`src/qte_pkg.sv`:
```
`default_nettype none
package qte_pkg;

	// widths of the datapath
	localparam int RAW_W = 35;
	localparam int DEN_W = 33;
	localparam int REM_W = 34;
	localparam int QUO_W = 30;
	localparam int RAD_W = 62;
	localparam int XY_W = 62;
	localparam int ANG_W = 35;
	localparam int ACC_FRAC = 24;
	localparam int TAB_LEN = 24;

	// angle limits in 2^-24 degree
	localparam logic signed [ANG_W-1:0] LIM = 35'sd3019898880;
	localparam logic signed [ANG_W-1:0] DEG90 = 35'sd1509949440;

	// one beat of a vectoring cordic lane
	typedef struct packed {
		logic signed [XY_W-1:0] x;
		logic signed [XY_W-1:0] y;
		logic signed [ANG_W-1:0] z;
		logic fixed;
	} cordic_t;

	// atan(2^-i) in 2^-24 degree
	function automatic logic signed [ANG_W-1:0] atan_deg(input logic [4:0] idx);
		logic signed [ANG_W-1:0] a;
		case (idx)
			5'd0: a = 35'sd754974720;
			5'd1: a = 35'sd445687602;
			5'd2: a = 35'sd235489088;
			5'd3: a = 35'sd119537938;
			5'd4: a = 35'sd60000934;
			5'd5: a = 35'sd30029717;
			5'd6: a = 35'sd15018523;
			5'd7: a = 35'sd7509720;
			5'd8: a = 35'sd3754917;
			5'd9: a = 35'sd1877466;
			5'd10: a = 35'sd938734;
			5'd11: a = 35'sd469367;
			5'd12: a = 35'sd234683;
			5'd13: a = 35'sd117341;
			5'd14: a = 35'sd58671;
			5'd15: a = 35'sd29335;
			5'd16: a = 35'sd14668;
			5'd17: a = 35'sd7334;
			5'd18: a = 35'sd3667;
			5'd19: a = 35'sd1833;
			5'd20: a = 35'sd917;
			5'd21: a = 35'sd458;
			5'd22: a = 35'sd229;
			5'd23: a = 35'sd115;
			default: a = '0;
		endcase
		return a;
	endfunction

	// quadrant fold and axis cases ahead of the cordic row
	function automatic cordic_t cordic_prep(input logic signed [RAW_W-1:0] y,
		input logic signed [RAW_W-1:0] x);
		cordic_t c;
		logic signed [RAW_W-1:0] xa;
		logic signed [RAW_W-1:0] ya;
		c.fixed = 1'b0;
		c.z = '0;
		xa = x;
		ya = y;
		if (y == 0) begin
			c.fixed = 1'b1;
			c.z = (x < 0) ? LIM : '0;
		end else if (x == 0) begin
			c.fixed = 1'b1;
			c.z = (y > 0) ? DEG90 : -DEG90;
		end else if (x < 0) begin
			xa = -x;
			ya = -y;
			c.z = (ya < 0) ? LIM : -LIM;
		end
		c.x = {{(XY_W-RAW_W-ACC_FRAC){xa[RAW_W-1]}}, xa, {ACC_FRAC{1'b0}}};
		c.y = {{(XY_W-RAW_W-ACC_FRAC){ya[RAW_W-1]}}, ya, {ACC_FRAC{1'b0}}};
		return c;
	endfunction

endpackage
`default_nettype wire

```
`src/qte_cordic_cell.sv`:
```
`default_nettype none
module qte_cordic_cell #(
	parameter int STAGE = 0
) (
	input wire logic clk,
	input wire qte_pkg::cordic_t d_i,
	output qte_pkg::cordic_t d_o
);

	localparam logic signed [qte_pkg::ANG_W-1:0] ANG = qte_pkg::atan_deg(5'(STAGE));

	logic signed [qte_pkg::XY_W-1:0] dx;
	logic signed [qte_pkg::XY_W-1:0] dy;
	qte_pkg::cordic_t nxt;

	// one micro-rotation toward the x axis
	always_comb begin
		dx = d_i.y >>> STAGE;
		dy = d_i.x >>> STAGE;
		nxt = d_i;
		if (!d_i.fixed) begin
			if (d_i.y >= 0) begin
				nxt.x = d_i.x + dx;
				nxt.y = d_i.y - dy;
				nxt.z = d_i.z + ANG;
			end else begin
				nxt.x = d_i.x - dx;
				nxt.y = d_i.y + dy;
				nxt.z = d_i.z - ANG;
			end
		end
	end

	always_ff @(posedge clk) begin
		d_o <= nxt;
	end

endmodule
`default_nettype wire

```
`config.mk`:
```
export PLATFORM = sky130hd
export DESIGN_NAME = qte_cordic_cell
export DESIGN_NICKNAME = d
export VERILOG_FILES = /design/src/qte_pkg.sv /design/src/qte_cordic_cell.sv
export SDC_FILE = /design/constraint.sdc
export NUM_CORES = 1
export LEC_CHECK = 0
export BUFFER_PORTS_ARGS = -buffer_cell sky130_fd_sc_hd__buf_2
export CAP_MARGIN = 0
export CORE_MARGIN = 10
export CORE_UTILIZATION = 60
export DETAILED_ROUTE_END_ITERATION = 12
export PLACE_DENSITY = 0.91
export SYNTH_ARGS = -nofsm -noshare
export SYNTH_HDL_FRONTEND = slang
export SYNTH_SLANG_ARGS = --single-unit
```
`constraint.sdc`:
```
create_clock -name clk -period 11.65 [get_ports clk]
set_clock_uncertainty 0.15 [all_clocks]
set_input_delay 1.7475 -clock clk [delete_from_list [all_inputs] [get_ports clk]]
set_output_delay 1.7475 -clock clk [all_outputs]
set_load 0.005 [all_outputs]
```
==> After elaboration in Yosys (flattened, before gate mapping) <==
Index checks and enable logic that the tools add are counted.
{ "classes": {"n_addsub": 5, "magnitude_cmp": 1, "n_mux": 2} }
{ "ops": {"columns": ["op", "n"], "rows": [
  ["two-way mux 159 bit", 2],
  ["subtractor 62 bit", 2],
  ["adder 62 bit", 1],
  [">= comparator 62 x 1 -> 1 bit (second input constant)", 1],
  ["adder 35 x 31 -> 35 bit (second input constant)", 1],
  ["subtractor 35 x 31 -> 35 bit (second input constant)", 1]
]} }
{ "totals": {"register_bits": 160, "inputBits": 161, "wordCells": 12} }

==> Longest topological paths before layout <==
Gate-level depths: netlist (run 1).
{ "depth": {"ltp_word": 3, "depth_mapped": 15} }

==> Worst setup path after synthesis (run 1) <==
OpenSTA, ideal clock, no wires.
{ "synth_timing": {"path_kind": "input to register", "from": "in d_i[97] (netlist bit)", "to": "reg d_o[33] (netlist bit)", "setup_ps": 121, "arrival_ps": 4747, "t_required_ps": 11379, "path_slack_ps": 6632, "path_stages": 15, "n_path_buf": 4, "path_cell_list": "clkbuf_1 > clkbuf_1 > buf_1 > buf_1 > xor2_1 > ha_1 > o21ai_0 > a21oi_1 > or2_2 > maj3_1 > a21oi_1 > nor2b_1 > a22oi_1 > nor2_1 > xor2_1"} }
{ "synth_lines": {"columns": ["item", "line", "text"], "rows": [
  ["from (decl)", "qte_cordic_cell.sv:6", "input wire qte_pkg::cordic_t d_i,"],
  ["to (signal assigned)", "qte_cordic_cell.sv:35", "d_o <= nxt;"],
  ["to (decl)", "qte_cordic_cell.sv:7", "output qte_pkg::cordic_t d_o"]
]} }

==> metrics.md, run 1 <==
| Metric | Value |
|---|---|
| Distinct cells, synth | `105` |
| Largest registers | `d_o: 160 flops` |
| TritonCTS clock tree | `built` |
| Post-synthesis cell count | `2,371` |
| Final Wtd Congestion | `1.09` |
| Largest net degree at the start of global routing | `111` |
| Leak | `8.80 nW` |
| WP data required | `11,840 ps` |
| Yosys top cell by area | `dfxtp_1` |
| WHS Path Cells | `1` |
| Cell Area, Synth | `0.0172 mm²` |
| IO Port Bufs | `320` |
| Seq/Total Area, Yosys | `18.7%` |
| Multi-input logic area | `0.0127 mm²` |
| Final Instance Count excl. Fillers | `2,983` |
| Detailed Place HPWL | `55,100 µm` |
| Filler Cell Count | `2,356` |
| Pre-CTS setup slack | `5600 ps` |
| Post-synth EDFFs | `0` |
| Post-synth top flop | `dfxtp_1` |
| Num CTS Buffers | `17` |
| Final setup TNS | `0 ps` |
| Full die area | `0.0358 mm²` |
| Final setup viols | `0` |
| Flops & latches, synth | `160` |
| Drt via density | `6.56` |
| Worst setup EP type | `flop` |
| Peak supply drop | `0.0000942 V` |
| Clock transition at path regs | `80 ps` |
| Top achievable clock speed | `0.171 GHz` |
| Hold path startpoint | `d_i[17]` |
| Ant. Diodes | `0` |
| CP max FO | `82` |
| Synth warn | `0` |
| Area of the core | `0.0280 mm²` |
| Rows | `61` |
| Initial Utilization | `61.3%` |
| Post-synth top area share | `18.7%` |
| Post-route DRC | `0` |
| Post-CTS Setup Inserts | `0` |
| Worst setup path class | `in2reg` |
| Clock buffer depth | `2` |
| GRT Total Usage | `36.6%` |
| Crit path arrival time | `6030 ps` |
| Endpoints failing hold | `0` |
| Synth async-reset ratio | `0%` |
| RSZ-0062 raised after global routing | `false` |
| IO Count | `321` |
| Syn avg cell area | `7.24 µm²` |
| Global-route wire length before repair | `106,000 µm` |
| Fraction of layout instances using a drive strength above 1 | `16.6%` |
| Remaining antenna violation count after routing | `0` |
| Total Wirelength | `69,200 µm` |
| Most flops, register | `d_o` |
| Run status | `finished, final reports clean` |
| Clock Tree Root | `clkbuf_16` |
| Area contributors post-synth | `dfxtp_1 19%, ha_1 14%, a21oi_1 9.2%` |
| Cts repair resizes | `0` |
| H-tree depth | `4` |
| Die span in y | `189 µm` |
| Via count | `19,580` |
| Vias in the first global route | `18,722` |
| CP startpoint kind | `primary input` |
| DRT iter0 DRCs | `2,821` |
| Cells after DPL | `2,951` |
| Slew margin rel. | `15.3%` |
| Max-cap viol count | `0` |
| Hold endpoint | `d_o[17]$_DFF_P_` |
| Initial DRT Pass Iterations | `6` |
| Setup ws final | `5810 ps` |
| Worst Hold Class | `in2reg` |
| CTS Hold Buffers Added | `0` |
| Max Slew Vio Count | `0` |
| GR Overflow Total | `0` |
| Max reg flops | `160` |
| Die Span X | `189 µm` |
| Period utilization | `50.1%` |
| Initial antenna violation count | `2` |
| Wire length per cell | `23.2 µm` |
| Syn Nets | `2,721` |
| Min cycle time layout | `5840 ps` |
| Reg area | `0.00320 mm²` |
| Worst slew pin tran | `1250 ps` |
| Final nets | `2,942` |
| Pwr dens | `115 mW/mm²` |
| Synth-to-Final Area Change | `12.8%` |
| Clock Sink Count | `160` |
-- cell usage after synthesis (all sizes together), types with 7 or more instances --
master / count
a211oi: 24
o31ai: 29
o21a: 16
o311ai: 8
nor4: 30
a31oi: 15
o211ai: 19
buf: 71
o41ai: 10
and2: 7
mux2i: 67
o31a: 7
or3: 12
a21o: 35
o2111ai: 8
xnor2: 107
nand3: 42
xor2: 14
a21boi: 10
or2: 14
nor2b: 22
nor2: 209
nand2b: 20
a221oi: 13
o221ai: 10
inv: 196
nor3: 53
o21ai: 210
nand2: 178
o21bai: 54
dfxtp: 160
clkbuf: 52
ha: 186
a21oi: 321
nand4: 50
and3: 7
-- placed cells by master (no fill, tap or decap), drive strengths merged, types with 8 or more instances in the layout --
master	count
clkbuf	17
o2111ai	8
nor4	30
a31oi	15
ha	186
o21bai	54
o41ai	10
xor2	14
a211oi	24
nor2b	22
nor3	53
clkinv	9
a21boi	10
mux2i	67
nand3	42
nand2b	20
o31ai	29
inv	204
or3	12
a21oi	321
nand2	178
a21o	35
o311ai	8
o21a	16
or2	14
nor2	209
dfxtp	160
o211ai	19
o21ai	210
o221ai	10
a221oi	13
buf	325
nand4	50
xnor2	107
-- layer usage --
metal / global-route usage [%] / wire (µm)
met1: 46.6 / 27300
met5: 0 / 24
met4: 16.5 / 3270
met3: 8.60 / 8080
met2: 57.8 / 30500
-- kinds of logic after synthesis --
group | count (synthesis) | share of synthesized area (%)
multiplexers | 72 | 4.26
flip-flops | 160 | 18.7
adder cells (fa/ha/maj) | 191 | 14.0
XOR/XNOR | 121 | 6.17
AND/OR/NAND/NOR | 662 | 18.2
AO/OA/AOI/OAI | 844 | 31.1
buffers and inverters | 321 | 7.53
-- per-stage QoR --
| step | area [µm²] | total power (W) | util, % | hold slack, ps |
|---|---|---|---|---|
| 3_3_place_gp | 18700 | 0.00158 | 66.9 | 1700 |
| 4_1_cts | 19400 | 0.00219 | 69.1 | 1230 |
| 6_report | 19400 | 0.00223 | 69.1 | 1230 |
| 5_1_grt | 19400 | 0.00233 | 69.1 | 1230 |
| 3_5_place_dp | 18700 | 0.00159 | 66.9 | 1700 |
| 2_1_floorplan | 17200 | 0.00126 | - | 1630 |
-- worst max path at each step --
stage            start               to  slack (ps)  cells past startpoint
6_report       d_i[97]  d_o[35]$_DFF_P_        5810                     12
5_1_grt        d_i[97]  d_o[35]$_DFF_P_        5620                     12
4_1_cts        d_i[97]  d_o[33]$_DFF_P_        6000                     12
3_5_place_dp   d_i[97]  d_o[33]$_DFF_P_        5600                     12
3_3_place_gp   d_i[97]  d_o[33]$_DFF_P_        5690                     12
2_1_floorplan  d_i[97]  d_o[33]$_DFF_P_        6630                     15
-- report_power, final --
part           internal (W)  switching [W]
Clock              0.000296       0.000314
Sequential         0.000624      0.0000217
Combinational      0.000349       0.000628
-- final cells by class --
type / instances / area share (%)
Inverter: 198 / 3.86
Multi-Input combinational cell: 1890 / 65.4
Sequential cell: 160 / 16.5
Timing Repair Buffer: 325 / 8.51
Clock buffer: 17 / 2.20
Tap cell: 378 / 2.44
Clock inverter: 15 / 1.00
-- critical path, cell delays in order --
cell and delay [ps]:
buf_4 730, clkinv_2 1050, ha_1 690, o21ai_0 100
a21oi_1 60, or2_2 340, maj3_1 380, a21oi_1 390
nor2b_1 120, nand4_1 120, a21oi_1 110, xor2_1 180
(Power assumes the default switching activity.)
==> run 2, diff against run 1 <==
CORE_UTILIZATION = 52   (was 60)
PLACE_DENSITY = 0.84   (was 0.91)
clock period = 5.1 ns   (was 11.65 ns; I/O delays follow)
==> run 2 against run 1 <==
Combinational power is 130% higher. Sequential power is 130% higher. Via count is 0.22% lower. Hold slack worse by 1000 ps. Die area is 14% higher. Sequential cell count stayed put. Sequential share of layout area is 0.22 points lower. First-iteration DRC count is 12% lower. Final area is 1.3% higher. Power is 130% higher. Routed wire length is 5.6% higher. Count of clock-buffer cells in the layout is 1 higher. Critical endpoint is now d_o[90]$_DFF_P_. Largest cell class unchanged. Largest power group unchanged.
==> metrics.md, run 2 (same netlist as run 1, synthesis figures left out) <==
| Metric | Value |
|---|---|
| Global-route wire length before repair | `110,000 µm` |
| CP startpoint kind | `primary input` |
| Max Slew Vio Count | `0` |
| Initial antenna violation count | `1` |
| Cells after DPL | `3,043` |
| Worst Hold Class | `in2reg` |
| Final nets | `2,970` |
| Remaining antenna violation count after routing | `0` |
| Fraction of layout instances using a drive strength above 1 | `17.4%` |
| Placed inst area | `0.0190 mm²` |
| Initial DRT Pass Iterations | `7` |
| Worst setup EP type | `flop` |
| Final setup viols | `0` |
| RSZ-0062 raised after global routing | `false` |
| Rows | `66` |
| Largest delay share family, worst path | `compound AO/OA/AOI/OAI gates` |
| GR Overflow Total | `0` |
| Worst path cell trace | `buf_2 > inv_1 > ha_1 > inv_2 > a21oi_2 > o21ai_1 > a311o_1 > a221o_1 > a211oi_2 > o21a_1 > o21a_1 > a2111oi_0 > nor4_1` |
| Full die area | `0.0407 mm²` |
| Largest net degree at the start of global routing | `94` |
| Leak | `8.92 nW` |
| Period utilization | `85.1%` |
| Final Wtd Congestion | `1.04` |
| Drt via density | `6.35` |
| CP max FO | `17` |
| Endpoints failing hold | `0` |
| Final Cell Area | `0.0196 mm²` |
| Clock transition at path regs | `80 ps` |
| Worst setup path class | `in2reg` |
| Die Span X | `202 µm` |
| Slowest CP cell | `ha_1` |
| Final setup TNS | `0 ps` |
| Via count | `19,536` |
| Detailed Place HPWL | `59,000 µm` |
| Slew margin rel. | `30.3%` |
| Run status | `finished, final reports clean` |
| H-tree depth | `4` |
| Post-route DRC | `0` |
| Total Wirelength | `73,000 µm` |
| Clock Tree Root | `clkbuf_16` |
| Vias in the first global route | `18,500` |
| Cts repair resizes | `0` |
| Buf+Inv Stages, Crit Path | `3` |
| Die span in y | `202 µm` |
| IO Port Bufs | `320` |
| Wire length per cell | `23.7 µm` |
| Post-CTS Setup Inserts | `0` |
| Max incr delay on CP | `700 ps` |
| Commonest non-fill, non-tap cell in the layout | `buf_2` |
| Most flops, register | `d_o` |
| TritonCTS clock tree | `built` |
| Peak supply drop | `0.000259 V` |
| Top achievable clock speed | `0.230 GHz` |
| CP dominant cell by count | `o21a_1` |
| DRT iter0 DRCs | `2,496` |
| Crit path arrival time | `4580 ps` |
| Max-cap viol count | `0` |
| Most frequent cells in the layout | `318 x buf_2, 317 x a21oi_1, 209 x nor2_1, 186 x ha_1, 178 x inv_1` |
| Worst slew pin tran | `1050 ps` |
| Max reg flops | `160` |
| WP data required | `5340 ps` |
| GRT Total Usage | `34.0%` |
| Num CTS Buffers | `17` |
| Pwr dens | `259 mW/mm²` |
| IO Count | `321` |
| Initial Utilization | `52.7%` |
| Final Instance Count excl. Fillers | `3,075` |
| Clock Sink Count | `160` |
| Fin util | `60.3%` |
| Final Power | `0.00509 W` |
| Area of the core | `0.0325 mm²` |
| Min cycle time layout | `4340 ps` |
| Synth-to-Final Area Change | `14.3%` |
| Largest registers | `d_o: 160 flops` |
| Ant. Diodes | `0` |
| CTS Hold Buffers Added | `0` |
| Clock buffer depth | `2` |
## run 2: cell types whose count changed in the layout (fill, tap and decap cells not counted)
| cell | previous run | this run |
|---|---|---|
| clkinv_8 | 5 | 2 |
| clkinv_2 | 1 | 2 |
| buf_12 | 0 | 1 |
| clkbuf_1 | 0 | 1 |
| inv_6 | 3 | 5 |
| clkinvlp_4 | 0 | 1 |
| buf_4 | 6 | 33 |
| inv_12 | 2 | 0 |
## run 2: through the flow
step / hold slack [ps] / setup WS (ps)
finish: 236 / 758
global route: 223 / 723
CTS: 225 / 917
detailed placement: 719 / 420
global placement: 717 / 409
floorplan: 643 / 1060
## run 2: cell type report
| class | count | area [µm²] |
|---|---|---|
| clock buffer | 18 | 429 |
| clock inverter | 14 | 143 |
| fill | 3120 | 12900 |
| inverter | 198 | 747 |
| multi-input combinational | 1890 | 12700 |
| sequential | 160 | 3200 |
| tap | 442 | 553 |
| timing repair buffer | 353 | 1870 |
## run 2: worst paths after layout
| path | start | to | slack [ps] | cells after the start |
|---|---|---|---|---|
| min | d_i[9] | d_o[9]$_DFF_P_ | 240 | 1 |
| max | d_i[71] | d_o[90]$_DFF_P_ | 760 | 13 |
## run 2: routing by layer
metal	global-route usage (%)	wire (µm)	vias to the layer above
met5	0	10	-
met4	11.4	2490	2
met3	6.84	6840	171
met2	55.2	33300	1165
met1	43.9	30400	9250
li1	-	-	8948
## run 2: where the power goes
part / leakage, nW / internal [W] / switching, W
registers: 1.35 / 0.00142 / 0.0000488
clock network: 0.279 / 0.000651 / 0.000678
logic: 7.29 / 0.000823 / 0.00146
total: 8.92 / 0.00290 / 0.00219
