[config.mk]
export PLATFORM = sky130hd
export DESIGN_NAME = qte_div_cell
export DESIGN_NICKNAME = d
export VERILOG_FILES = /design/src/qte_pkg.sv /design/src/qte_div_cell.sv
export SDC_FILE = /design/constraint.sdc
export NUM_CORES = 1
export LEC_CHECK = 0
export BUFFER_PORTS_ARGS = -buffer_cell sky130_fd_sc_hd__buf_2
export CAP_MARGIN = 5
export CORE_MARGIN = 4
export CORE_UTILIZATION = 48
export CTS_CLUSTER_DIAMETER = 50
export DETAILED_ROUTE_END_ITERATION = 16
export GPL_ROUTABILITY_DRIVEN = 0
export PLACE_DENSITY_LB_ADDON = 0.1
export SLEW_MARGIN = 5
export SYNTH_ARGS = -nofsm -noshare
export SYNTH_HDL_FRONTEND = slang
export SYNTH_SLANG_ARGS = --single-unit
[constraint.sdc]
create_clock -name clk -period 3.13 [get_ports clk]
set_input_delay 0.1565 -clock clk [delete_from_list [all_inputs] [get_ports clk]]
set_output_delay 0.1565 -clock clk [all_outputs]
set_load 0.05 [all_outputs]
[src/qte_pkg.sv]
`default_nettype none
package qte_pkg;

	// widths of the datapath
	localparam int RAW_W = 35;
	localparam int DEN_W = 33;
	localparam int REM_W = 34;
	localparam int QUO_W = 30;
	localparam int RAD_W = 62;
	localparam int XY_W = 62;
	localparam int ANG_W = 35;
	localparam int ACC_FRAC = 24;
	localparam int TAB_LEN = 24;

	// angle limits in 2^-24 degree
	localparam logic signed [ANG_W-1:0] LIM = 35'sd3019898880;
	localparam logic signed [ANG_W-1:0] DEG90 = 35'sd1509949440;

	// one beat of a vectoring cordic lane
	typedef struct packed {
		logic signed [XY_W-1:0] x;
		logic signed [XY_W-1:0] y;
		logic signed [ANG_W-1:0] z;
		logic fixed;
	} cordic_t;

	// atan(2^-i) in 2^-24 degree
	function automatic logic signed [ANG_W-1:0] atan_deg(input logic [4:0] idx);
		logic signed [ANG_W-1:0] a;
		case (idx)
			5'd0: a = 35'sd754974720;
			5'd1: a = 35'sd445687602;
			5'd2: a = 35'sd235489088;
			5'd3: a = 35'sd119537938;
			5'd4: a = 35'sd60000934;
			5'd5: a = 35'sd30029717;
			5'd6: a = 35'sd15018523;
			5'd7: a = 35'sd7509720;
			5'd8: a = 35'sd3754917;
			5'd9: a = 35'sd1877466;
			5'd10: a = 35'sd938734;
			5'd11: a = 35'sd469367;
			5'd12: a = 35'sd234683;
			5'd13: a = 35'sd117341;
			5'd14: a = 35'sd58671;
			5'd15: a = 35'sd29335;
			5'd16: a = 35'sd14668;
			5'd17: a = 35'sd7334;
			5'd18: a = 35'sd3667;
			5'd19: a = 35'sd1833;
			5'd20: a = 35'sd917;
			5'd21: a = 35'sd458;
			5'd22: a = 35'sd229;
			5'd23: a = 35'sd115;
			default: a = '0;
		endcase
		return a;
	endfunction

	// quadrant fold and axis cases ahead of the cordic row
	function automatic cordic_t cordic_prep(input logic signed [RAW_W-1:0] y,
		input logic signed [RAW_W-1:0] x);
		cordic_t c;
		logic signed [RAW_W-1:0] xa;
		logic signed [RAW_W-1:0] ya;
		c.fixed = 1'b0;
		c.z = '0;
		xa = x;
		ya = y;
		if (y == 0) begin
			c.fixed = 1'b1;
			c.z = (x < 0) ? LIM : '0;
		end else if (x == 0) begin
			c.fixed = 1'b1;
			c.z = (y > 0) ? DEG90 : -DEG90;
		end else if (x < 0) begin
			xa = -x;
			ya = -y;
			c.z = (ya < 0) ? LIM : -LIM;
		end
		c.x = {{(XY_W-RAW_W-ACC_FRAC){xa[RAW_W-1]}}, xa, {ACC_FRAC{1'b0}}};
		c.y = {{(XY_W-RAW_W-ACC_FRAC){ya[RAW_W-1]}}, ya, {ACC_FRAC{1'b0}}};
		return c;
	endfunction

endpackage
`default_nettype wire

[src/qte_div_cell.sv]
`default_nettype none
module qte_div_cell (
	input wire logic clk,
	input wire logic [qte_pkg::REM_W-1:0] rem_i,
	input wire logic [qte_pkg::DEN_W-1:0] den_i,
	input wire logic [qte_pkg::QUO_W-1:0] quo_i,
	output logic [qte_pkg::REM_W-1:0] rem_o,
	output logic [qte_pkg::DEN_W-1:0] den_o,
	output logic [qte_pkg::QUO_W-1:0] quo_o
);

	logic [qte_pkg::REM_W:0] rem2;
	logic [qte_pkg::REM_W:0] diff;
	logic ge;

	// one quotient bit: shift, compare, subtract
	always_comb begin
		rem2 = {rem_i, 1'b0};
		diff = rem2 - (qte_pkg::REM_W+1)'(den_i);
		ge = rem2 >= (qte_pkg::REM_W+1)'(den_i);
	end

	always_ff @(posedge clk) begin
		rem_o <= ge ? diff[qte_pkg::REM_W-1:0] : rem2[qte_pkg::REM_W-1:0];
		den_o <= den_i;
		quo_o <= {quo_i[qte_pkg::QUO_W-2:0], ge};
	end

endmodule
`default_nettype wire

; Yosys cells after proc, flatten, opt, wreduce, memory -nomap -nowiden
; Index checks and enable logic that the tools add are counted.
[word_totals]
output_inout_bits = 97
rom_bits = 0
wordCells = 7
inputBits = 98
ramBits = 0
latch_bits = 0
regBits = 97
n_memories = 0
[op_classes]
eq_ne = 0
magnitude_cmp = 1
multipliers = 0
reduce_logical = 0
shifts = 0
mux = 1
addsub = 1
bitwise = 0
div = 0
[ops]
columns = operator, count
row1 = $ge 35x33->1, 1
row2 = $mux 34, 1
row3 = $sub 34x33->34, 1

; Logic depth before layout (Yosys ltp)
; Gate-level depths: netlist of the first run.
[logic_depth]
depth_word = 2
ltp_mapped = 15
depth_no_buf = 11

; Worst setup path after synthesis of the first run
; Ideal clock, no wire load.
[synth_path]
kind = input -> register
from = input port den_i[0] (netlist name)
to = register rem_o[32] (netlist name)
setup_time_ns = 0.118
required_ns = 3.012
stages = 11
arrival_time_ns = 2.306
path_slack_ns = 0.706
path_cell_list = inv_1 -> fa_1 -> a211oi_2 -> o21bai_2 -> o21ai_2 -> o311ai_4 -> and4_4 -> a2111oi_4 -> a211oi_2 -> xnor2_1 -> a21oi_2
[synth_between]
elab_chain_len = 2
word_cells_on_any_way = 3
[synth_lines]
columns = element, line_no
row1 = start: declaration, qte_div_cell.sv:5  ; input wire logic [qte_pkg::DEN_W-1:0] den_i,
row2 = $sub 34x33->34 or $ge 35x33->1 (tied branches), "qte_div_cell.sv:19, qte_div_cell.sv:20"
row3 = $mux 34 (*), qte_div_cell.sv:24  ; rem_o <= ge ? diff[qte_pkg::REM_W-1:0] : rem2[qte_pkg::REM_W-1:0];
row4 = end signal: assignment, qte_div_cell.sv:24
row5 = end: declaration, qte_div_cell.sv:7  ; output logic [qte_pkg::REM_W-1:0] rem_o,
; Mark *: on every way between the ends. The rest lies on a longest branch, timed or not.
; A chain may end at the register's enable or synchronous reset.

; Worst setup path after layout of the first run
[layout_path]
from = input port den_i[24] (netlist name)
to = register rem_o[1] (netlist name)
[layout_between]
elab_chain_len = 2
[layout_lines]
columns = element, line_no
row1 = $ge 35x33->1, qte_div_cell.sv:20  ; ge = rem2 >= (qte_pkg::REM_W+1)'(den_i);
row2 = $mux 34, qte_div_cell.sv:24
; Every way passes these cells.

==> summary by stage, run 1 <==
Power
Dividing total power by cell area gives a power density of 567.5 nW/µm². Across the VDD grid, the largest voltage drop is around 260 µV. The static power due to leakage is 3.108 nW.

Status
The flow ran to the end, and the final reports show no timing, DRC or antenna violations.

Die
The die covers about 11000 µm². The number of placement rows is 35. The number of top-level pins is 195. The initial utilization of the core area, before any placement, comes to around 50%. The die is 105.5 µm tall. The die is 105.5 µm wide.

The area of the core is 9240 µm².

Synth
The number of nets in the synthesized netlist is ~600. The combinational family with the most area after synthesis is compound AO/OA/AOI/OAI gates. Of all flip-flops after synthesis, the portion carrying an async set or reset was 0%.

The synthesized netlist devotes 9.479% of its cell area to adder and majority cells. The fraction of synthesized cell area in xor and xnor cells is 5.753%. Multiplexer cells account for under 10% of the synthesized area. After synthesis, the netlist uses 64 different library cells. The share of the synthesized area in compound gates (AO/OA/AOI/OAI) is 19.84%.

Synthesis inferred 97 register bits. During synthesis, Yosys emitted a total of 0 warnings. For this run, the leading register cell type out of synthesis is dfxtp_1. The cell area that synthesis handed to floorplanning was 4567 µm². The simple-gate area share of the yosys netlist is 13.53%.

The average instance in the mapped netlist occupies around 9.8 µm². Synthesis produced a netlist whose cell count is 467. Summing the sequential cell areas from Yosys gives between 40% and 50% of the chip area.

Counting flops with a built-in enable in the synthesized netlist gives 0.

Worst setup path
At the worst endpoint, the required time is 3.39 ns. By startpoint and endpoint, the worst setup path is classified as in2reg. The critical path contains buffers and inverters numbering 4 combined. At the worst endpoint, the arrival time is 3.18 ns. The slowest cell on the critical path is dlygate4sd3_1. The worst setup path is launched from a primary input.

For this run, the slowest stage of the critical path takes 0.52 ns. The critical-path maximum fanout is 31. The critical path goes through dlygate4sd3_1 -> buf_2 -> inv_1 -> ha_1 -> nand4_1 -> nor3_1 -> nand3_1 -> nor4_1 -> a21bo_1 -> a21o_1 -> or2_2 -> buf_12 -> mux2_4. Broken down by cell family, the worst path's largest delay share belongs to simple AND/OR/NAND/NOR gates. The category of the worst setup path capture point is a register.

Worst hold path
The instance count along the most critical hold path is 2. The startpoint identified for the worst hold timing path is rem_i[32]. The class of the tightest hold or removal check is in2reg. The destination of the worst hold path is rem_o[33].

Layout
At the end of the flow the core is filled with cells to 69.47%. The antenna cell count is 0. After the flow finishes, the layout carries non-filler instances totaling 853. In the final design database the tool counted 851 nets.

The area growth from synthesis to layout is 40.55%. The layout cell share with drive strength beyond 1 is 36.19%.

Timing
Setup total negative slack on the finished layout was measured at 0 ns. Dividing the final minimum period by the clock period gives between 90% and 100%. The routed design could run at a clock period as short as about 2.9 ns. Headroom to the max-slew limit came out at 72.33%.

The count of pins over their slew limit is 0. Setup violations remaining at the end of the flow were counted as 0. The maximum clock frequency is between 300 and 400 MHz. Setup repair after global routing left no endpoint under its margin. In the post-route analysis, the smallest setup slack over all paths is 0.2087 ns. The transition at the pin with the smallest max-transition slack is 0.4123 ns. The number of endpoints with negative hold slack in the final report was 0.

Clocking
Once the clock tree was built, the resizer swapped 0 gates to a different size. Buffers added to address setup during post-CTS repair amount to 0. The clock slew seen by the registers of the worst setup and hold paths is 0.10 ns. The number of H-tree levels is 3. TritonCTS built the clock tree. The number of buffers created by CTS is 9. The clock passes through at most 2 buffers.

Counting every sink on the clock net gives 97. The number of buffers added to fix hold violations after cts is a little over 60. The clock tree root driver cell is clkbuf_8.

Place
The number of placed instances with taps included is 775. Prior to clock tree synthesis, the placed netlist has a worst setup slack of 0.3516 ns. Detailed placement ended at an HPWL of about 8900 µm. The count of port buffers added during placement is approximately 190.

Routing
In the detailed route, the total length drawn on met3 is roughly 900 µm. For this run, design rule violations remaining after detail routing come to 0. The number of vias per cell is 4.903. The met2 wire length is 6005 µm. In the final routing, the length of wire on met1 measures 5347 µm. After detailed routing, the average wire length per cell comes to 14.57 µm. For this block, the via count after detailed routing is around 4200. The total wire length after detailed routing is 12430 µm. The highest metal layer carrying signal wires in the routed design is met5. The first TritonRoute pass finished after 5 iterations. The detailed router finished its first iteration with roughly 160 violations.

The residual antenna-violating net count after detailed routing is 0.

Job
The number of max-cap violations is 0.

Global route
The remaining global-route overflow is 0. The initial antenna violation count is 1. The maximum number of pins on one net before global-route repair is 32. The number of global-route vias before repair came to 4175.

The total global-route track usage is ~22%. The wire length of the first global-routing pass is 19950 µm.
[cells in the final DEF, fill, tap and decap left out, drive strengths merged, types with 12 or more instances in the layout]
| master | instances |
|---|---|
| buf | 195 |
| dfxtp | 97 |
| dlygate4sd3 | 62 |
| a21oi | 56 |
| nor2 | 47 |
| inv | 39 |
| ha | 33 |
| nand2 | 30 |
| xnor2 | 20 |
| o21ai | 17 |
| a21o | 12 |
[power by group]
| part | internal [mW] | total (mW) | switching, mW |
|---|---|---|---|
| Clock | 0.331 | 0.822 | 0.492 |
| Sequential | 1.38 | 1.42 | 0.0339 |
| Combinational | 0.458 | 1.41 | 0.947 |
[cell type report]
class,count,area (µm²)
clock buffer,10,137.6
clock inverter,6,62.56
fill,742,2821
inverter,37,138.9
multi-input combinational,317,2350
sequential,97,1942
tap,129,161.4
timing repair buffer,257,1627
[state kept, by name, summed over array words and instances, names as in the netlist]
name and flops:
quo_o 30, den_o 33, rem_o 34
[through the flow]
step           area [µm²]  total power [mW]  hold slack, ns
6_report             6419             3.643         0.01065
5_1_grt              6419             3.829         0.01275
4_1_cts              6419             3.665        0.001222
3_5_place_dp         5598             2.782          0.2608
3_3_place_gp         5598             2.770          0.2594
2_1_floorplan        4567             2.484          0.1842
[cell usage after synthesis, drive strengths merged (4+ instances only)]
cell,count,share of area (%)
a21o,12,2.0
a21oi,56,7.3
a31oi,4,1.2
buf,16,3.0
dfxtp,97,43
ha,33,9.0
inv,37,3.0
mux2,8,2.6
nand2,30,2.5
nand3,6,0.66
nand4,10,1.4
nor2,47,4.2
nor3,7,0.88
o21a,4,0.66
o21ai,17,2.2
o21bai,6,1.1
xnor2,20,3.8
xor2,10,1.9
[worst max-delay path by stage]
stage | cells after the start | endpoint | start | slack, ns
floorplan | 11 | rem_o[32] | den_i[0] | 0.71
global route | 14 | rem_o[29] | den_i[24] | 0.01
CTS | 13 | rem_o[32] | den_i[0] | 0.20
global placement | 12 | rem_o[32] | den_i[0] | 0.40
finish | 13 | rem_o[1] | den_i[24] | 0.21
detailed placement | 12 | rem_o[32] | den_i[0] | 0.35
[layer usage]
metal,track usage (%),vias up
li1,-,2116
met1,26.49,1905
met2,38.80,144
met3,6.246,15
met4,4.625,2
met5,0,-
[cell families (layout without fill, tap and decap cells)]
| logic type | count (synthesis) | in the layout |
|---|---|---|
| fa+ha+maj | 34 | 34 |
| xor+xnor | 30 | 30 |
| flops | 97 | 97 |
| compound gates | 120 | 120 |
| mux | 9 | 9 |
| buf+inv | 53 | 310 |
| simple gates | 124 | 124 |
Note: power is estimated with default switching activity, not from simulation.
==> run 2, diff against run 1 <==
--- a/config.mk
+++ b/config.mk
@@ -12,8 +12,7 @@
 export CTS_CLUSTER_DIAMETER = 50
 export DETAILED_ROUTE_END_ITERATION = 16
 export GPL_ROUTABILITY_DRIVEN = 0
-export PLACE_DENSITY_LB_ADDON = 0.1
-export SLEW_MARGIN = 5
+export PLACE_DENSITY = 0.78
 export SYNTH_ARGS = -nofsm -noshare
 export SYNTH_HDL_FRONTEND = slang
 export SYNTH_SLANG_ARGS = --single-unit
==> run 2 against run 1 <==
  * Via count increased by 2.7%
  * Combinational power about the same
  * Worst hold slack improved by 0.024 ns
  * Wire length increased by 7.5%
  * Worst setup slack improved by 0.021 ns
  * Critical path type unchanged
  * Critical endpoint is now rem_o[32]
  * Largest cell class unchanged
==> summary by stage, run 2 (same netlist as run 1, synthesis figures left out) <==
Power
The static power due to leakage is 3.102 nW. The total power after layout is 3.637 mW. The total power density per cell area is between 500 and 600 nW/µm². IR analysis of the VDD net gives a maximum drop of about 280 µV.

Routing
In this run the remaining antenna-violating nets after routing total 0. Dividing the detail-routed wire length by the instance count gives 15.62 µm. The routed design has approximately 13000 µm of wire.

The number of DRC markers in iteration 0 is 244. The first TritonRoute pass finished after 5 iterations. Across all layers, the routed design uses 4294 vias. Using the TritonRoute via totals, the vias-per-cell ratio works out to 5.022. For this run, design rule violations remaining after detail routing come to 0.

Global route
Entering global routing, the biggest net connects 33 pins. For met2 alone, demand over resource in global routing was 45.36%. The initial antenna violation count came to 1. For met1 alone, demand over resource in global routing was 24.64%. The remaining global-route overflow is 0. The most crowded layer after global routing is met2. The wire length of the first global-routing pass is 21180 µm. In the global route stage, met3 resource usage came out at 5.205%.

Across every metal layer, demand over resource in global routing totals 23.39%. The number of global-route vias before repair is 4509.

Layout
0 antenna diodes ended up in the layout. In the final design database the tool counted 853 nets. The register with the most flip-flops in the layout has 34 of them. In the final layout, the registers with the most flip-flops are rem_o: 34 flops, den_o: 33 flops, quo_o: 30 flops. The final-layout fill cell count is 702. In the layout the commonest cells are buf_2, dfxtp_1, dlygate4sd3_1. At the end of the flow the core is filled with cells to 69.75%. The leading cell type in the layout, fill and taps excluded is buf_2.

The layout-stage area growth over the synthesis result is 41.12%. The layout cell share with drive strength beyond 1 is 37.05%. The register containing the most flip-flops in the final layout is rem_o.

Die
The floorplan step defined a die boundary enclosing ~11000 µm². After floorplanning, the core was sized to cover 9240 µm². The die is 105.5 µm tall. The initialized floorplan defines 35 standard-cell rows. The starting density of the core is about half. slightly below 200 I/O pins were placed. The horizontal extent of the die is 105.5 µm.

Timing
The transition at the pin with the smallest max-transition slack is between 0.4 and 0.5 ns. The final setup violation count is 0. Counting I/O delays and the setup requirement, the final critical path takes just under 3 ns. The maximum clock frequency is 344.7 MHz. The number of endpoints with negative hold slack in the final report is 0. The final period utilization is 92.68%. The count of pins over their slew limit is 0. The final worst setup slack is around 0.23 ns. The worst pin sits at a relative slew slack of 70.31%. Summed over all failing endpoints, the final setup total negative slack is 0 ns.

Setup repair after global routing left no endpoint under its margin.

Clocking
The clock tree root driver cell is clkbuf_8. The number of sinks on the clock net is slightly below 100. In this run the number of H-tree levels came out at 3. Clock-pin slew was measured on the worst setup and hold paths at ~0.1 ns. The maximum buffer depth of the clock tree is 2.

The number of buffers created by CTS is 9. TritonCTS built the clock tree.

Place
At the placement stage, the worst setup path has a slack of approximately 0.23 ns. Detailed placement finished with a half-perimeter wire length of 9402 µm. The count of port buffers added during placement is 193.

Job
Max-cap violations in this run came to 0.

Worst setup path
The critical path is of the in2reg type. At the worst endpoint, the required time is 3.39 ns. Along the worst path, the maximum fanout reaches 4. Data on the critical path arrives at its endpoint at 3.16 ns.

The worst setup path is launched from a primary input. The category of the worst setup path capture point is a register.

Worst hold path
The min-delay analysis places its worst path in the category in2reg.

Status
The flow ran to the end, and the final reports show no timing, DRC or antenna violations.
## run 2: changes by cell type in the layout (fill, tap and decap cells not counted), moves of 2 or more
cell / before / now
clkinv_4: 3 / 0
ha_2: 0 / 3
clkinvlp_4: 0 / 2
ha_1: 33 / 30
## run 2: critical path, stage by stage
cell and delay, ns:
dlygate4sd3_1 0.53, buf_2 0.12, inv_1 0.07, fa_1 0.46, a211oi_2 0.27, o21bai_2 0.13, o21ai_2 0.25, o311ai_4 0.15
and4_4 0.24, a2111oi_4 0.37, a211oi_2 0.13, xnor2_1 0.21, a21oi_2 0.08
## run 2: cell type report
class                   count  area (µm²)  area share, %
well taps                 129       161.4          2.504
multi-input cells         317        2375          36.85
repair buffers            259        1644          25.51
clock buffers               9       123.9          1.922
inverters                  37       138.9          2.155
clock inverters             7       60.06         0.9319
flip-flops and latches     97        1942          30.13
## run 2: metal layers
metal,share of wire (%),up-vias
met5,0.097,-
met4,1.6,2
met3,5.9,19
met2,53,155
met1,39,2001
li1,-,2117
## run 2: stage by stage
stage,hold slack (ns),std cells,instance area (µm²)
floorplan,0.1842,467,4567
global placement,0.2585,776,5605
detailed placement,0.2606,776,5605
CTS,0.01165,855,6420
global route,0.02756,855,6445
finish,0.03431,855,6445
## run 2: path summary, 6_finish.rpt
check / from / end / slack (ns) / depth (start not counted)
setup / recovery: den_i[0] / rem_o[32] / 0.23 / 13
hold / removal: rem_i[2] / rem_o[3] / 0.03 / 2
## run 2: power by group
part           internal (mW)  switching [mW]
Combinational          0.464           0.960
Clock                  0.305           0.489
Sequential              1.38          0.0366
Total                   2.15            1.49
## run 2: what timing repair did
item                                    4_1_cts  5_1_grt
buffers inserted                              0        0
hold buffers                                 63        0
endpoints found under the setup margin        0       21
endpoints found under the hold margin        63        0
gates resized for setup                       0        6
