File: src/qte_pkg.sv
`default_nettype none
package qte_pkg;

	// widths of the datapath
	localparam int RAW_W = 35;
	localparam int DEN_W = 33;
	localparam int REM_W = 34;
	localparam int QUO_W = 30;
	localparam int RAD_W = 62;
	localparam int XY_W = 62;
	localparam int ANG_W = 35;
	localparam int ACC_FRAC = 24;
	localparam int TAB_LEN = 24;

	// angle limits in 2^-24 degree
	localparam logic signed [ANG_W-1:0] LIM = 35'sd3019898880;
	localparam logic signed [ANG_W-1:0] DEG90 = 35'sd1509949440;

	// one beat of a vectoring cordic lane
	typedef struct packed {
		logic signed [XY_W-1:0] x;
		logic signed [XY_W-1:0] y;
		logic signed [ANG_W-1:0] z;
		logic fixed;
	} cordic_t;

	// atan(2^-i) in 2^-24 degree
	function automatic logic signed [ANG_W-1:0] atan_deg(input logic [4:0] idx);
		logic signed [ANG_W-1:0] a;
		case (idx)
			5'd0: a = 35'sd754974720;
			5'd1: a = 35'sd445687602;
			5'd2: a = 35'sd235489088;
			5'd3: a = 35'sd119537938;
			5'd4: a = 35'sd60000934;
			5'd5: a = 35'sd30029717;
			5'd6: a = 35'sd15018523;
			5'd7: a = 35'sd7509720;
			5'd8: a = 35'sd3754917;
			5'd9: a = 35'sd1877466;
			5'd10: a = 35'sd938734;
			5'd11: a = 35'sd469367;
			5'd12: a = 35'sd234683;
			5'd13: a = 35'sd117341;
			5'd14: a = 35'sd58671;
			5'd15: a = 35'sd29335;
			5'd16: a = 35'sd14668;
			5'd17: a = 35'sd7334;
			5'd18: a = 35'sd3667;
			5'd19: a = 35'sd1833;
			5'd20: a = 35'sd917;
			5'd21: a = 35'sd458;
			5'd22: a = 35'sd229;
			5'd23: a = 35'sd115;
			default: a = '0;
		endcase
		return a;
	endfunction

	// quadrant fold and axis cases ahead of the cordic row
	function automatic cordic_t cordic_prep(input logic signed [RAW_W-1:0] y,
		input logic signed [RAW_W-1:0] x);
		cordic_t c;
		logic signed [RAW_W-1:0] xa;
		logic signed [RAW_W-1:0] ya;
		c.fixed = 1'b0;
		c.z = '0;
		xa = x;
		ya = y;
		if (y == 0) begin
			c.fixed = 1'b1;
			c.z = (x < 0) ? LIM : '0;
		end else if (x == 0) begin
			c.fixed = 1'b1;
			c.z = (y > 0) ? DEG90 : -DEG90;
		end else if (x < 0) begin
			xa = -x;
			ya = -y;
			c.z = (ya < 0) ? LIM : -LIM;
		end
		c.x = {{(XY_W-RAW_W-ACC_FRAC){xa[RAW_W-1]}}, xa, {ACC_FRAC{1'b0}}};
		c.y = {{(XY_W-RAW_W-ACC_FRAC){ya[RAW_W-1]}}, ya, {ACC_FRAC{1'b0}}};
		return c;
	endfunction

endpackage
`default_nettype wire

File: src/qte_sqrt_cell.sv
`default_nettype none
module qte_sqrt_cell #(
	parameter int K = 0
) (
	input wire logic clk,
	input wire logic [qte_pkg::RAD_W-1:0] rad_i,
	input wire logic [qte_pkg::RAD_W-1:0] root_i,
	output logic [qte_pkg::RAD_W-1:0] rad_o,
	output logic [qte_pkg::RAD_W-1:0] root_o
);

	localparam logic [qte_pkg::RAD_W-1:0] BIT = qte_pkg::RAD_W'(1) << (2 * K);

	logic [qte_pkg::RAD_W-1:0] trial;
	logic take;

	// one root bit of the digit recurrence
	always_comb begin
		trial = root_i + BIT;
		take = rad_i >= trial;
	end

	always_ff @(posedge clk) begin
		rad_o <= take ? rad_i - trial : rad_i;
		root_o <= take ? (root_i >> 1) + BIT : (root_i >> 1);
	end

endmodule
`default_nettype wire

File: config.mk
export PLATFORM = sky130hd
export DESIGN_NAME = qte_sqrt_cell
export DESIGN_NICKNAME = d
export VERILOG_FILES = /design/src/qte_pkg.sv /design/src/qte_sqrt_cell.sv
export SDC_FILE = /design/constraint.sdc
export NUM_CORES = 1
export LEC_CHECK = 0
export ABC_AREA = 1
export BUFFER_PORTS_ARGS = -buffer_cell sky130_fd_sc_hd__buf_4
export CORE_ASPECT_RATIO = 1.5
export CORE_MARGIN = 8
export CORE_UTILIZATION = 50
export CTS_BUF_LIST = sky130_fd_sc_hd__clkbuf_16
export DETAILED_ROUTE_END_ITERATION = 16
export PLACE_DENSITY_LB_ADDON = 0.15
export SETUP_SLACK_MARGIN = 0.02
export SLEW_MARGIN = 20
export SYNTH_ARGS = -nofsm -noshare
export SYNTH_HDL_FRONTEND = slang
export SYNTH_SLANG_ARGS = --single-unit
File: constraint.sdc
create_clock -name clk -period 6 [get_ports clk]
set_input_delay 1.8 -clock clk [delete_from_list [all_inputs] [get_ports clk]]
set_output_delay 1.8 -clock clk [all_outputs]
set_load 0.02 [all_outputs]
# Word level (Yosys, flattened, before mapping)
# Index checks and enable logic that the tools add are counted.
totals:
  reg_bits: 124
  in_bits: 125
  output_inout_bits: 124
  word_cells: 9
op_classes:
  n_addsub: 3
  n_lt_le_gt_ge: 1
  n_mux: 2
op_table:
  columns: ["op", "n"]
  rows:
  - ["61-bit by 1-bit adder with 62-bit output (second input constant)", 1]
  - ["62-bit by 1-bit adder with 62-bit output (second input constant)", 1]
  - ["62-bit greater-or-equal comparator", 1]
  - ["62-bit two-way mux", 1]
  - ["62-bit subtractor", 1]
  - ["61-bit two-way mux", 1]

# Logic depth before layout (Yosys ltp)
# Gate-level depths: netlist of run 1.
logic_depth:
  word_depth: 3
  mapped_depth: 25
  ltp_nobuf: 24

# Worst setup path before layout of run 1
# OpenSTA, ideal clock, no wires.
synth_path:
  kind: "input to register"
  start: "input root_i[0] (netlist name)"
  end: "register root_o[21] (netlist name)"
  setup_ns: 0.113
  arrival_ns: 4.672
  required_time_ns: 5.887
  slack_ns: 1.215
  stages: 25
  path_buffers: 2
  cell_sequence: "ha_1 > nand2_1 > nor2_1 > nand2_1 > nor2_2 > nand2_1 > nor3_2 > nand2_1 > xor2_1 > ha_1 > nand2_2 > nor2_2 > inv_2 > nor2_2 > nand2_1 > nor2_1 > nand2_1 > nand3_2 > nor2_4 > nand2_8 > inv_2 > buf_6 > buf_4 > nand2_1 > nand2_1"
synth_between:
  elab_chain_len: 3
synth_lines:
  columns: ["element", "line_no", "source"]
  rows:
  - ["start: declaration", "qte_sqrt_cell.sv:7", "input wire logic [qte_pkg::RAD_W-1:0] root_i,"]
  - ["62-bit by 1-bit adder with 62-bit output", "qte_sqrt_cell.sv:19", "trial = root_i + BIT;"]
  - ["62-bit greater-or-equal comparator", "qte_sqrt_cell.sv:20", "take = rad_i >= trial;"]
  - ["61-bit two-way mux", "qte_sqrt_cell.sv:25", "root_o <= take ? (root_i >> 1) + BIT : (root_i >> 1);"]
  - ["end signal: assignment", "qte_sqrt_cell.sv:25", null]
  - ["end: declaration", "qte_sqrt_cell.sv:9", "output logic [qte_pkg::RAD_W-1:0] root_o"]
# No other way between the ends.
# A chain may end at the register's enable or synchronous reset.

# Worst setup path after layout of run 1
layout_path:
  start: "input root_i[1] (netlist name)"
  end: "register root_o[42] (netlist name)"
layout_between:
  elab_chain_len: 3
  word_cells_on_any_way: 4
  classes_between: "2 x add/sub; 1 x order compare; 1 x mux"
layout_lines:
  columns: ["element", "line_no"]
  rows:
  - ["62-bit by 1-bit adder with 62-bit output", "qte_sqrt_cell.sv:19"]
  - ["62-bit greater-or-equal comparator", "qte_sqrt_cell.sv:20"]
  - ["61-bit two-way mux *", "qte_sqrt_cell.sv:25"]
# Every way passes the cells marked *; elsewhere a longest branch is shown, timed or not.

==> results of run 1 <==
## worst max path at each step
stage                     startpoint            endpoint  depth (start not counted)
final                      root_i[1]  root_o[42]$_DFF_P_                         21
after global placement     root_i[1]  root_o[42]$_DFF_P_                         21
after detailed placement   root_i[1]  root_o[42]$_DFF_P_                         21
after CTS                  root_i[1]   rad_o[45]$_DFF_P_                         22
after global routing       root_i[1]   rad_o[45]$_DFF_P_                         22
after floorplan            root_i[0]  root_o[21]$_DFF_P_                         25
## cell families (layout without fill, tap and decap cells)
logic type                 Yosys count  after routing
buffers and inverters              469            791
and+or+nand+nor                   1360           1360
AOI/OAI and AO/OA                  105            105
adders and majority gates           65             65
DFF                                124            124
xor gates and xnor gates           145            145
## cells in the final DEF, fill, tap and decap left out, types with 17 or more instances in the layout
| cell type | count |
|---|---|
| xor2_1 | 141 |
| nand4_1 | 30 |
| nand2_1 | 937 |
| inv_1 | 431 |
| a21oi_1 | 38 |
| buf_4 | 313 |
| nor2_1 | 174 |
| ha_1 | 64 |
| clkbuf_16 | 17 |
| nand3_1 | 123 |
| dfxtp_1 | 124 |
| o21ai_0 | 60 |
| nor3_1 | 45 |
## Yosys cell counts (all sizes together)
cell	count
nand2	942
nor3b	2
dfxtp	124
nor4	7
nand3b	9
a21oi	39
nor3	48
nand4	30
xnor2	4
inv	441
ha	64
clkbuf	9
and3	2
and2	6
o21ai	64
o211ai	1
buf	19
o21bai	1
or2	1
nor2	187
nand3	125
nor2b	1
xor2	141
fa	1
## area by class of cell
cell class	count	area [µm²]
inverters	441	1655
multi-input cells	1675	8210
fillers	2451	9095
well taps	328	410.4
flip-flops and latches	124	2482
clock buffers	17	425.4
repair buffers	320	2490
clock inverters	13	105.1
## report_power, final
group	total (mW)	internal [mW]	leakage [nW]	switching, mW
Combinational	1.45	0.526	7.77	0.921
Clock	1.01	0.559	0.253	0.456
Sequential	1.01	0.962	1.05	0.0483
## flip-flops by register name, indices dropped and copies added, names as in the netlist
signal and count:
rad_o 62, root_o 62
## per-stage QoR
step | setup WS, ps | utilization | instances | total power, mW
2_1_floorplan | 1215 | - | 2268 | 1.838
3_3_place_gp | -48.31 | 0.6130 | 2888 | 2.426
3_5_place_dp | -55.11 | 0.6130 | 2888 | 2.445
4_1_cts | 386.7 | 0.6344 | 2918 | 3.444
5_1_grt | 54.71 | 0.6344 | 2918 | 3.624
6_report | 238.6 | 0.6344 | 2918 | 3.473
## routing by layer
layer / vias up / track usage / share of wire
li1: 7475 / - / -
met1: 6840 / 0.3692 / 0.34
met2: 835 / 0.6745 / 0.49
met3: 240 / 0.07039 / 0.073
met4: 0 / 0.3458 / 0.10
met5: - / 0 / 0
## worst min-delay path, delay by kind of cell
kind          cells  cell delay (ps)
buf+inv           1               80
simple gates      2               80
==> flow_metrics.env, run 1 <==
export IMPL_status="finished, final reports clean"
export IMPL_nets=2769
export IMPL_htree_num_levels=4
export IMPL_worstMarginPinSlew_ps=900.4
export IMPL_num_antenna_cells=0
export IMPL_postPlaceCellArea_um2=15250
export IMPL_ys_warnings_count=0
export IMPL_synth_mux_area_frac=0
export IMPL_cts_sinks=124
export IMPL_cts_root_buf="clkbuf_16"
export IMPL_cellLeakagePower_nw=9.072
export IMPL_worstPathCellList="buf_4, ha_1, nand3_1, inv_1, nand2_1, buf_4, nor3_1, xor2_1, ha_1, nand2_1, nor2_1, nand2_1, inv_1, nand2_1, inv_1, nand2_1, nand2_2, nand3_2, nand2_8, buf_12, o21ai_0"
export IMPL_arrival_ps=6050
export IMPL_hold_class="input pin to flop"
export IMPL_grt_pass1_wl_um=87080
export IMPL_path_max_fanout=64
export IMPL_core_area_um2=24870
export IMPL_drive_gt1_frac=0.1475
export IMPL_synth_nets=2458
export IMPL_yosys_area_top_type_share=0.2805
export IMPL_synth_area_um2=12540
export IMPL_antenna_found_initial=0
export IMPL_wl_per_cell_um=20.27
export IMPL_crit_family="simple AND/OR/NAND/NOR gates"
export IMPL_grt_max_degree=65
export IMPL_cts_tree="yes"
export IMPL_end_kind="flop"
export IMPL_dr_first_iter_drc_count=1362
export IMPL_yosys_top_cells_area="nand2_1 (28%), dfxtp_1 (20%), inv_1 (13%), xor2_1 (9.8%), ha_1 (6.4%)"
export IMPL_rows=71
export IMPL_ctsHoldBuffers=0
export IMPL_maxSlewHeadroom=0.3975
export IMPL_cts_path_max_buffers=2
export IMPL_rsz0062_at_grt="false"
export IMPL_fin_crit_sh=0.9602
export IMPL_routed_wl_um=59140
export IMPL_path_common_cell="nand2_1"
export IMPL_drc=0
export IMPL_syn2layout_area_growth_pct=25.82
export IMPL_synth_compound_area_frac=0.04260
export IMPL_grt_pass1_vias=15410
export IMPL_crit_type="input pin to flop"
export IMPL_synthDistinctLibCells=36
export IMPL_place_hpwl_um=49850
export IMPL_cts_buffers=17
export IMPL_start_util=0.5042
export IMPL_synth_top_family_by_area="simple AND/OR/NAND/NOR gates"
export IMPL_setup_viol=0
export IMPL_finalHoldViolations=0
export IMPL_final_setup_tns_ps=0
export IMPL_clock_fmax_ghz=0.1736
export IMPL_cp_slowest_cell="nor3_1"
export IMPL_cts_reportedPaths_clkPinSlew_ps=70
export IMPL_design_die_area_um2=30510
export IMPL_die_h_um=210.0
export IMPL_crit_required_ps=6290
export IMPL_synth_xor_area_share=0.1013
export IMPL_postRouteAntennaNets=0
export IMPL_num_vias=15390
export IMPL_ir_worst_vdd_uv=220.1
export IMPL_postCtsSetupRepairBufs=0
export IMPL_firstDrtPassIters=14
export IMPL_synth_fa_ha_area_frac=0.06545
export IMPL_cap_violations=0
export IMPL_track_usage=0.3784
export IMPL_cts_resized=0
export IMPL_synth_cells=2268
export IMPL_hold_ws_ps=1549
export IMPL_hp_start="rad_i[7]"
export IMPL_gr_total_overflow=0
export IMPL_holdPathEnd="rad_o[7]$_DFF_P_"
export IMPL_via_per_inst=5.274
export IMPL_gp_congestion=1.109
export IMPL_io_pins=249
export IMPL_die_w_um=145.3
export IMPL_portBuffers=248
export IMPL_synth_largest_area_cell="nand2_1"
export IMPL_critPathMaxStageDelay_ps=680
export IMPL_avgSynthCellArea_um2=5.529
export IMPL_final_area_um2=15780
export IMPL_synthSimpleGateAreaFrac=0.4454
export IMPL_hold_depth=3
export IMPL_powerDensity_nw_per_um2=220.1
export IMPL_worstSetupStartpointType="input pin"
export IMPL_synth_seq_cells=124
export IMPL_seq_area_frac_synth=0.1979
export IMPL_report_final_slew_viol_count=0
export IMPL_post_route_min_period_ps=5761
export IMPL_cp_buffers_inverters=6
(Power assumes the default switching activity.)
==> inputs of run 2 (changes only) <==
Settings changed: HOLD_SLACK_MARGIN from default to 0.12, SETUP_SLACK_MARGIN 0.02 to 0.4.
==> flow_metrics.env, run 2 (synthesis results as in run 1) <==
export IMPL_status="finished, final reports clean"
export IMPL_p_sw_frac=0.4108
export IMPL_fin_util=0.6349
export IMPL_top_layer="met4"
export IMPL_antenna_found_initial=0
export IMPL_cp_slowest_cell="nor3_1"
export IMPL_ir_worst_vdd_uv=219.9
export IMPL_multi_input_area_um2=8223
export IMPL_hp_start="rad_i[7]"
export IMPL_crit_required_ps=6380
export IMPL_final_area_um2=15790
export IMPL_total_power_mw=3.475
export IMPL_stdcell_count=2918
export IMPL_path_max_fanout=64
export IMPL_placedCellCount=2888
export IMPL_grt_pass1_vias=15390
export IMPL_hold_class="input pin to flop"
export IMPL_gr_total_overflow=0
export IMPL_combPwrFrac=0.417
export IMPL_cts_sinks=124
export IMPL_htree_num_levels=4
export IMPL_largestRegisters="rad_o (62), root_o (62)"
export IMPL_rsz0062_at_grt="false"
export IMPL_final_cell_mix="nand2_1 (937), inv_1 (431), buf_4 (313), nor2_1 (174), xor2_1 (141)"
export IMPL_met1_length_um=20200
export IMPL_syn2layout_area_growth_pct=25.92
export IMPL_grt_max_degree=65
export IMPL_layout_commonest_cell="nand2_1"
export IMPL_track_usage=0.3785
export IMPL_start_util=0.5042
export IMPL_die_h_um=210.0
export IMPL_end_kind="flop"
export IMPL_design_die_area_um2=30510
export IMPL_routed_wl_um=59240
export IMPL_gp_congestion=1.109
export IMPL_place_hpwl_um=49850
export IMPL_cts_path_max_buffers=2
export IMPL_seqCellArea_um2=2482
export IMPL_worstPathCellList="buf_4, inv_1, nor3_1, nand2_1, nor2_1, nand3_1, xor2_1, ha_1, nand2_1, nor2_1, inv_2, nor3_4, nand2_1, inv_1, nand3_2, nand2_8, buf_12, nand3_1, nand2_1"
export IMPL_cts_tree="yes"
export IMPL_power_switching_mw=1.428
export IMPL_rows=71
export IMPL_postCtsSetupRepairBufs=0
export IMPL_crit_family="simple AND/OR/NAND/NOR gates"
export IMPL_worstSetupStartpointType="input pin"
export IMPL_path_common_cell="nand2_1"
export IMPL_post_route_min_period_ps=5435
export IMPL_num_antenna_cells=0
export IMPL_nFillCells=2448
export IMPL_arrival_ps=5810
export IMPL_fin_ws_ps=564.9
export IMPL_via_per_inst=5.286
export IMPL_powerDensity_nw_per_um2=220.1
export IMPL_seq_power_share=0.291
export IMPL_path_depth=19
export IMPL_power_internal_mw=2.048
export IMPL_portBuffers=248
export IMPL_clock_power_share=0.292
export IMPL_finalHoldViolations=0
export IMPL_nets=2769
export IMPL_postPlaceCellArea_um2=15250
export IMPL_report_final_slew_viol_count=0
export IMPL_critPathMaxStageDelay_ps=460
export IMPL_wl_met2_um=29200
export IMPL_hold_depth=3
export IMPL_setup_viol=0
export IMPL_crit_type="input pin to flop"
export IMPL_grt_pass1_wl_um=87070
export IMPL_cts_reportedPaths_clkPinSlew_ps=70
export IMPL_cap_violations=0
export IMPL_firstDrtPassIters=6
export IMPL_wl_met3_um=4055
export IMPL_cts_buffers=17
export IMPL_clock_fmax_ghz=0.1840
export IMPL_cellLeakagePower_nw=9.071
export IMPL_dr_first_iter_drc_count=1369
export IMPL_io_pins=249
export IMPL_die_w_um=145.3
export IMPL_drive_gt1_frac=0.1486
export IMPL_drc=0
export IMPL_dpl_worst_slack_ps=-55.11
export IMPL_maxSlewHeadroom=0.4591
export IMPL_holdPathEnd="rad_o[7]$_DFF_P_"
export IMPL_num_vias=15430
export IMPL_worstMarginPinSlew_ps=808.4
export IMPL_ctsHoldBuffers=0
export IMPL_postRouteAntennaNets=0
export IMPL_wl_per_cell_um=20.30
export IMPL_cts_root_buf="clkbuf_16"
export IMPL_fin_crit_sh=0.9058
export IMPL_cp_buffers_inverters=5
export IMPL_core_area_um2=24870
## run 2: changes by cell type in the layout (fill, tap and decap cells not counted)
cell	before	now
nor3_1	45	43
nor3_2	2	4
ha_1	64	63
ha_2	0	1
o21ai_0	60	59
o21ai_1	4	5
## run 2: worst max-delay path by stage
stage | start | to | slack [ps]
after floorplan | root_i[0] | root_o[21]$_DFF_P_ | 1220
after global placement | root_i[1] | root_o[42]$_DFF_P_ | -50
after detailed placement | root_i[1] | root_o[42]$_DFF_P_ | -60
after CTS | root_i[1] | root_o[42]$_DFF_P_ | 620
after global routing | root_i[1] | root_o[11]$_DFF_P_ | 390
final | root_i[32] | rad_o[45]$_DFF_P_ | 560
## run 2: per-layer routing
layer / global-route usage / up-vias
met2: 0.6787 / 798
met4: 0.3365 / 0
li1: - / 7472
met5: 0 / -
met3: 0.06803 / 246
met1: 0.3708 / 6909
## run 2: power by group through the flow
| stage | clock (mW) | sequential [mW] | combinational, mW |
|---|---|---|---|
| floorplan | 0 | 1.19 | 0.648 |
| CTS | 1.01 | 1.01 | 1.43 |
| global route | 1.04 | 1.02 | 1.56 |
| detailed placement | 0 | 1.03 | 1.42 |
| finish | 1.02 | 1.01 | 1.45 |
| global placement | 0 | 1.03 | 1.40 |
## run 2: what timing repair did
item / in CTS / in global routing
endpoints found under the setup margin: 2 / 100
gates resized for setup: 1 / 3
hold endpoints to repair: 0 / 0
gates cloned: 0 / 0
pin swaps: 0 / 0
## run 2: cell type report
type	instances	area share
Multi-Input combinational cell	1675	0.5207
Tap cell	328	0.02599
Timing Repair Buffer	320	0.1577
Clock buffer	17	0.02694
Clock inverter	13	0.006656
Sequential cell	124	0.1572
Inverter	441	0.1048
## run 2: stage by stage
step / TNS [ps] / hold slack (ps)
6_report: 0 / 1551
5_1_grt: 0 / 1566
4_1_cts: 0 / 1548
3_5_place_dp: -108.4 / 2007
3_3_place_gp: -90.39 / 2004
2_1_floorplan: 0 / 1897
==> inputs of run 3 (changes only) <==
Settings changed: MAX_ROUTING_LAYER from default to met4.
==> flow_metrics.env, run 3 (synthesis results as in run 1) <==
export IMPL_status="finished, final reports clean"
export IMPL_worstMarginPinSlew_ps=797.9
export IMPL_grt_pass1_wl_um=86860
export IMPL_wl_met2_um=28820
export IMPL_routed_wl_um=59370
export IMPL_gp_congestion=1.097
export IMPL_wl_per_cell_um=20.59
export IMPL_drive_gt1_frac=0.1378
export IMPL_cts_reportedPaths_clkPinSlew_ps=60
export IMPL_dr_first_iter_drc_count=1712
export IMPL_via_per_inst=5.371
export IMPL_crit_type="input pin to flop"
export IMPL_track_usage=0.3873
export IMPL_cts_resized=0
export IMPL_arrival_ps=5880
export IMPL_power_switching_mw=1.428
export IMPL_drc=0
export IMPL_hold_class="input pin to flop"
export IMPL_design_die_area_um2=30510
export IMPL_start_util=0.5042
export IMPL_clock_fmax_ghz=0.1791
export IMPL_report_final_slew_viol_count=0
export IMPL_cts_buffers=17
export IMPL_cts_tree="yes"
export IMPL_setup_viol=0
export IMPL_cts_path_max_buffers=2
export IMPL_postCtsSetupRepairBufs=0
export IMPL_postRouteAntennaNets=0
export IMPL_htree_num_levels=4
export IMPL_powerDensity_nw_per_um2=223.0
export IMPL_power_internal_mw=2.036
export IMPL_largestRegisters="rad_o (62), root_o (62)"
export IMPL_nets=2732
export IMPL_clock_power_share=0.294
export IMPL_crit_required_ps=6300
export IMPL_final_setup_tns_ps=0
export IMPL_num_antenna_cells=0
export IMPL_top_layer="met4"
export IMPL_seq_power_share=0.293
export IMPL_die_w_um=145.3
export IMPL_finalHoldViolations=0
export IMPL_cellLeakagePower_nw=8.906
export IMPL_dpl_worst_slack_ps=20.59
export IMPL_rows=71
export IMPL_antenna_found_initial=0
export IMPL_num_vias=15480
export IMPL_fin_util=0.6245
export IMPL_io_pins=249
export IMPL_rsz0062_at_grt="false"
export IMPL_worstSetupStartpoint="root_i[34]"
export IMPL_post_route_min_period_ps=5584
export IMPL_grt_pass1_vias=15040
export IMPL_gr_total_overflow=0
export IMPL_cp_endpoint="root_o[8]$_DFF_P_"
export IMPL_place_hpwl_um=50570
export IMPL_ctsHoldBuffers=0
export IMPL_cap_violations=0
export IMPL_p_sw_frac=0.4122
export IMPL_total_power_mw=3.464
export IMPL_combPwrFrac=0.413
export IMPL_maxSlewHeadroom=0.4661
export IMPL_syn2layout_area_growth_pct=23.86
export IMPL_cts_sinks=124
export IMPL_met1_length_um=20710
export IMPL_fin_crit_sh=0.9306
export IMPL_path_max_fanout=50
export IMPL_portBuffers=248
export IMPL_firstDrtPassIters=8
export IMPL_layout_commonest_cell="nand2_1"
export IMPL_fin_ws_ps=416.2
export IMPL_end_kind="flop"
export IMPL_hold_ws_ps=1556
export IMPL_ir_worst_vdd_uv=209.6
export IMPL_worstSetupStartpointType="input pin"
export IMPL_wl_met3_um=4190
export IMPL_die_h_um=210.0
export IMPL_core_area_um2=24870
export IMPL_final_cell_mix="nand2_1 (937), inv_1 (432), buf_4 (277), nor2_1 (170), xor2_1 (140)"
export IMPL_grt_max_degree=51
export IMPL_cts_root_buf="clkbuf_16"
run 3: final cells by class:
type                    instances  area (µm²)
clock buffers                  17       425.4
clock inverters                15       121.4
fillers                      2525        9340
inverters                     441        1655
multi-input cells            1675        8239
flip-flops and latches        124        2482
well taps                     328       410.4
repair buffers                283        2200
run 3: power by group through the flow:
stage / combinational [mW] / clock [mW] / sequential (mW)
final: 1.43 / 1.02 / 1.02
after global routing: 1.54 / 1.05 / 1.02
after CTS: 1.41 / 1.02 / 1.01
after detailed placement: 1.40 / 0 / 1.03
after global placement: 1.38 / 0 / 1.03
after floorplan: 0.648 / 0 / 1.19
run 3: worst min-delay path by stage:
| stage | startpoint | endpoint | cells past startpoint |
|---|---|---|---|
| floorplan | root_i[1] | root_o[0]$_DFF_P_ | 1 |
| global route | rad_i[5] | rad_o[5]$_DFF_P_ | 3 |
| finish | rad_i[12] | rad_o[12]$_DFF_P_ | 3 |
| detailed placement | rad_i[12] | rad_o[12]$_DFF_P_ | 3 |
| CTS | rad_i[12] | rad_o[12]$_DFF_P_ | 3 |
| global placement | rad_i[12] | rad_o[12]$_DFF_P_ | 3 |
run 3: per-layer routing:
metal | up-vias | GRT usage
met4 | 0 | 0.3105
met1 | 6917 | 0.3895
met3 | 258 | 0.05236
met5 | - | -
li1 | 7388 | -
met2 | 921 | 0.6713
run 3: critical path, cell delays in order:
cell     delay (ps)
buf_4           160
nand2_1         110
nor2_1          220
nand3_1         220
nor3_1          560
nor3b_1         400
xor2_2          400
ha_1            290
nand2_1         120
nor2_1          210
inv_2            90
nor3_4          200
nand2_1         120
inv_1           210
nand3_2         160
nand2_8         150
buf_12          230
o21ai_0         170
run 3: metrics by stage:
step	instance area, µm²	instances
2_1_floorplan	12540	2268
3_3_place_gp	14960	2851
3_5_place_dp	14960	2851
4_1_cts	15500	2883
5_1_grt	15530	2883
6_report	15530	2883
